File: config.mk
export PLATFORM = sky130hd
export DESIGN_NAME = fla_chain
export DESIGN_NICKNAME = d
export VERILOG_FILES = /design/src/rtl/fla_pkg.sv /design/src/rtl/fla_cell.sv /design/src/rtl/fla_chain.sv
export SDC_FILE = /design/constraint.sdc
export NUM_CORES = 2
export LEC_CHECK = 0
export ABC_CLOCK_PERIOD_IN_PS = 1500
export BUFFER_PORTS_ARGS = -buffer_cell sky130_fd_sc_hd__buf_4
export CORE_MARGIN = 1.5
export CORE_UTILIZATION = 40
export DETAILED_ROUTE_END_ITERATION = 16
export SLEW_MARGIN = 30
export SYNTH_ARGS = -nofsm -noshare
export SYNTH_HDL_FRONTEND = slang
export SYNTH_SLANG_ARGS = --single-unit
File: constraint.sdc
create_clock -name clk -period 1.5 [get_ports clk]
set_input_delay 0.15 -clock clk [delete_from_list [all_inputs] [get_ports clk]]
set_output_delay 0.15 -clock clk [all_outputs]
set_load 0.05 [all_outputs]
File: src/rtl/fla_pkg.sv
// ---------------------------------------------------------------------------
// fla_pkg
// shared types, constants and codes of the free list fit allocator
// ---------------------------------------------------------------------------
package fla_pkg;

	localparam int HEADER_BYTES    = 16;
	localparam int CTRL_BYTES      = 32;
	localparam int ARENA_MIN_BYTES = 128;
	localparam int ARENA_MAX_BYTES = 65536;
	localparam int MAX_BLOCKS_DEF  = 64;

	typedef struct packed {
		logic [15:0] start;
		logic [16:0] len;
	} seg_t;

	localparam seg_t RESET_SEG = '{start: 16'(CTRL_BYTES),
		len: 17'(ARENA_MAX_BYTES - CTRL_BYTES - HEADER_BYTES)};

	typedef enum logic [2:0] {
		CH_IDLE,
		CH_KEEP,
		CH_PUT,
		CH_NEXT,
		CH_INSERT,
		CH_HOLD
	} chain_op_t;

	typedef struct packed {
		chain_op_t op;
		logic      init;
		seg_t      val;
	} chain_ctl_t;

	localparam logic [1:0] ST_OK      = 2'd0;
	localparam logic [1:0] ST_NOMEM   = 2'd1;
	localparam logic [1:0] ST_FULL    = 2'd2;
	localparam logic [1:0] ST_UNKNOWN = 2'd3;

	localparam logic [1:0] FIT_FIRST = 2'd0;
	localparam logic [1:0] FIT_BEST  = 2'd1;
	localparam logic [1:0] FIT_WORST = 2'd2;

	localparam logic CFG_FIT_MODE    = 1'b0;
	localparam logic CFG_ARENA_BYTES = 1'b1;

	localparam logic FUNC_ALLOC = 1'b0;
	localparam logic FUNC_FREE  = 1'b1;

endpackage

File: src/rtl/fla_cell.sv
// ---------------------------------------------------------------------------
// fla_cell
// one table entry of the segment chain, loaded from its neighbour on shift
// ---------------------------------------------------------------------------
module fla_cell
	import fla_pkg::*;
#(
	parameter seg_t RST_VAL = '0
) (
	input  logic clk,
	input  logic arst_n,
	input  logic en,
	input  seg_t d,
	output seg_t q
);

	seg_t q_q;

	always_ff @(posedge clk or negedge arst_n) begin
		if (!arst_n) begin
			q_q <= RST_VAL;
		end else if (en) begin
			q_q <= d;
		end
	end

	assign q = q_q;

endmodule

File: src/rtl/fla_chain.sv
// ---------------------------------------------------------------------------
// fla_chain
// ring of segment cells; one full turn edits the table in place
// ---------------------------------------------------------------------------
module fla_chain
	import fla_pkg::*;
#(
	parameter int   DEPTH    = MAX_BLOCKS_DEF,
	parameter seg_t RST_HEAD = '0
) (
	input  logic       clk,
	input  logic       arst_n,
	input  chain_ctl_t ctl,
	output seg_t       head
);

	seg_t q [DEPTH];
	seg_t tail;
	seg_t hold_q;
	logic shift;

	assign shift = (ctl.op != CH_IDLE);

	always_comb begin
		case (ctl.op)
			CH_KEEP:   tail = q[0];
			CH_PUT:    tail = ctl.val;
			CH_NEXT:   tail = q[1];
			CH_INSERT: tail = ctl.val;
			CH_HOLD:   tail = hold_q;
			default:   tail = q[0];
		endcase
	end

	always_ff @(posedge clk) begin
		if (ctl.op == CH_INSERT || ctl.op == CH_HOLD) begin
			hold_q <= q[0];
		end
	end

	for (genvar j = 0; j < DEPTH; j++) begin : g_cell
		seg_t d_j;
		logic en_j;
		if (j == 0) begin : g_head
			assign en_j = shift | ctl.init;
			assign d_j  = ctl.init ? ctl.val : q[1];
			fla_cell #(.RST_VAL(RST_HEAD)) u_cell (
				.clk(clk), .arst_n(arst_n), .en(en_j), .d(d_j), .q(q[j])
			);
		end else if (j == DEPTH - 1) begin : g_tail
			assign en_j = shift;
			assign d_j  = tail;
			fla_cell #(.RST_VAL('0)) u_cell (
				.clk(clk), .arst_n(arst_n), .en(en_j), .d(d_j), .q(q[j])
			);
		end else begin : g_mid
			assign en_j = shift;
			assign d_j  = q[j+1];
			fla_cell #(.RST_VAL('0)) u_cell (
				.clk(clk), .arst_n(arst_n), .en(en_j), .d(d_j), .q(q[j])
			);
		end
	end

	assign head = q[0];

	a_init_excl: assert property (@(posedge clk) disable iff (!arst_n)
		ctl.init |-> ctl.op == CH_IDLE)
		else $error("chain load during a turn");
	a_keep_wrap: assert property (@(posedge clk) disable iff (!arst_n)
		ctl.op == CH_KEEP |=> q[DEPTH-1] == $past(q[0]))
		else $error("head not wrapped to tail");
	a_idle_hold: assert property (@(posedge clk) disable iff (!arst_n)
		(ctl.op == CH_IDLE && !ctl.init) |=> $stable(head))
		else $error("head moved while idle");

endmodule

==> results.md <==
* Metal2 WL at 75400 um
* Comb pwr share at 9.1%
* Final Hold Fails at 0
* I/O pin cnt at 72
* Vias per inst at 4.65
* Clock transition at path regs at 0.06 ns
* Compound-Gate Fraction of Synth Area at 0.907%
* RSZ-0062 raised after global routing: true
* Clock sinks at 2145
* DR WL met3 at 4470 um
* Seq. cell area at 53900 um2
* WL/cell at 13.0 um
* Seq pwr share at 51.4%
* Critical path peak fanout at 2
* Worst EP required at 1.35 ns
* Grt total ovfl at 0
* Post-synthesis xor/xnor area fraction at 0.0105%
* Synth unique cells at 33
* P&R area growth vs syn at 15.4%
* Clk network pwr share at 39.6%
* Startpoint types: flip-flop
* Post-route ant nets at 0
* Final Skew at 0.0488 ns
* Mapped Nets at 9129
* Root buffer cell: clkbuf_16
* Detailed-router iteration count before antenna repair at 5
* Worst reg-to-reg setup slack at 0.05 ns
* DIE AREA at 210000 um2
* Routed via count at 56800
* Die W at 459 um
* PwrDens at 1460 nW/um2
* Top delay family on crit path: flip-flops
* VDD IR max at 1340 uV
* Main combinational cell family by area after synthesis: simple AND/OR/NAND/NOR gates
* Simple-gate share of the synthesized area at 29.0%
* CTS Buffer Depth at 3
* HP Class: in2reg
* Wl on met1 at 74500 um
* Dominant synthesized flop cell: dfrtp_1
* Final GP Congestion at 0.746
* Register bit total from synthesis at 2145
* Status: complete, but fails checks
* Post-Synth Adder-Cell Area at 0%
* Mapped Cells at 9090
* Number of global-route vias before repair at 57400
* WL final at 159000 um
* Maxcap violations at 0
* Syn avg cell area at 9.13 um2
* Internal cell power at 104 mW
* Row count at 167
* Number of synthesized flops with an enable pin at 33
* Highest Clock Rate at 0.624 GHz
* Critical path buffer and inverter count at 1
* Layout cells sized above 1 at 8.59%
* # nets final at 9355
* Initial Util at 40.2%
* Area taken by multi-input logic gates at 25300 um2
* Final worst-path setup slack at -0.102 ns
* Leakage at 53.1 nW
* Core Area at 207000 um2
* DPL Wire Length at 95800 um
* Crit end category: output pin
* Area after DPL at 86900 um2
* Rel. slew slack at 62.9%
* Crit path DAT at 1.45 ns
* Top sig layer: met4
* Switch share at 25.3%
* Total CTS buffers at 217
* Drt first-iter violations at 3720
* Worst setup path class: reg2out
* Ys Warns at 0
* Pre-CTS WS at -0.163 ns
* Sequential fraction of the synthesis area at 64.8%
* Final Max Tran Viols at 0
* Pin count of the biggest net entering global routing at 100
* TNS Setup at -2.04 ns
* Worst-Margin Slew at 0.556 ns
* Final setup viols at 33
* Slowest-stage cell, CP: dfrtp_2
* CTS tree: yes
* Skew-Pair Late Insertion Delay at 0.84 ns
* # fillers at 19300
* Async SR Flop Fraction at 98.5%
* Mapped Area at 83000 um2
* Most frequent cells in the layout: nand2_1, dfrtp_1, buf_4
* Crit path cell chain: buf_12
* Violated checks: setup timing
* DRC violations left at 0
* Final Cycle Share at 107%
* Sw Pwr at 35.3 mW
* Post-route cell area at 95800 um2
* Initial antenna violation count at 3
* First-pass GRT wire length at 277000 um
* Leading cell type in the layout, fill and taps excluded: nand2_1
* H-tree depth at 4
* GRT Util Overall at 15.4%
* Die Ht at 459 um
* Tmin final at 1.60 ns
* CP peak stage delay at 0.43 ns
* Mux contribution to synthesized area at 0.545%
* Port bufs at 71
[path summary, 6_finish.rpt]
check                                              start                       endpoint  cells past startpoint
setup / recovery           g_cell[0].g_head.u_cell.q[32]                       head[32]                      1
hold / removal                                   ctl[33]  g_cell[0].g_head.u_cell.q[22]                      4
setup reg to reg           g_cell[0].g_head.u_cell.q[29]  g_cell[0].g_head.u_cell.q[29]                      4
hold reg to reg            g_cell[31].g_mid.u_cell.q[32]  g_cell[30].g_mid.u_cell.q[32]                      2
max in group asynchronous                         arst_n  g_cell[25].g_mid.u_cell.q[14]                      5
min in group asynchronous                         arst_n   g_cell[33].g_mid.u_cell.q[6]                      3
[power groups by stage]
stage               sequential, mW  clock (mW)  combinational [mW]
floorplan                     71.6           0                8.73
global placement              72.5           0                12.1
detailed placement            72.7           0                12.6
CTS                           71.8        57.0                13.0
global route                  72.9        59.3                15.0
finish                        71.7        55.3                12.7
[per-stage QoR]
step / utilization (%) / hold WS (ns) / power (mW) / std cells
finish: 46.4 / 0.0156 / 140 / 12200
global route: 46.4 / 0.0226 / 147 / 12200
CTS: 46.3 / 0.0000346 / 142 / 12200
detailed placement: 42.1 / 0.293 / 85.4 / 11700
global placement: 42.1 / 0.297 / 84.6 / 11700
floorplan: - / -0.146 / 80.3 / 9090
[layer usage]
metal	GRT usage [%]	vias to the layer above
met1	20.6	27900
met2	25.8	560
met3	2.26	256
met5	0	-
li1	-	28100
met4	5.02	0
[logic make-up (layout without fill, tap and decap cells)]
logic type                count (synthesis)  in the layout
and+or+nand+nor                        6288           6288
DFF                                    2145           2145
buffers and inverters                   511            917
AOI/OAI and AO/OA                       100            100
muxes                                    45             45
xor gates and xnor gates                  1              1
other                                     0              3
[flip-flops by register name, summed over array words and instances, names as in the netlist]
name and count:
hold_q 33, g_cell.g_mid.u_cell.q 2046, g_cell.g_tail.u_cell.q 33, g_cell.g_head.u_cell.q 33
[timing repair]
action                     4_1_cts  5_1_grt
hold endpoints to repair      2181       10
pin swaps                        0        0
gates resized for setup         47       10
setup buffers                   34        2
cloned                           0        3
setup endpoints to repair       33      183
hold buffers                    96        1
[synth_stat cells, drive strengths merged, types with 2 or more instances]
library cell,number,area (um2)
edfxtp,33,991
a22o,10,87.6
a21oi,2,10.0
nor2b,3,18.8
nand4,21,131
nand3,21,105
inv,3,11.3
dfrtp,2112,52900
a221o,31,310
or4b,21,210
mux2,2,22.5
and3,2,12.5
nand2,6171,23200
o221ai,2,17.5
o21ai,33,165
nand4b,21,184
a31oi,2,12.5
nor3b,2,15.0
mux2i,43,430
a211oi,10,75.1
buf,469,3720
or4bb,21,236
clkbuf,39,146
a21boi,10,75.1
[area by class of cell]
class                      count  area share [%]
multi-input combinational   6434            26.5
sequential                  2145            56.2
clock inverter                80            1.14
timing repair buffer         515            6.02
antenna                        3         0.00784
inverter                       3          0.0118
clock buffer                 319            6.63
tap                         2704            3.53
Power figures use the tool's default switching activity.
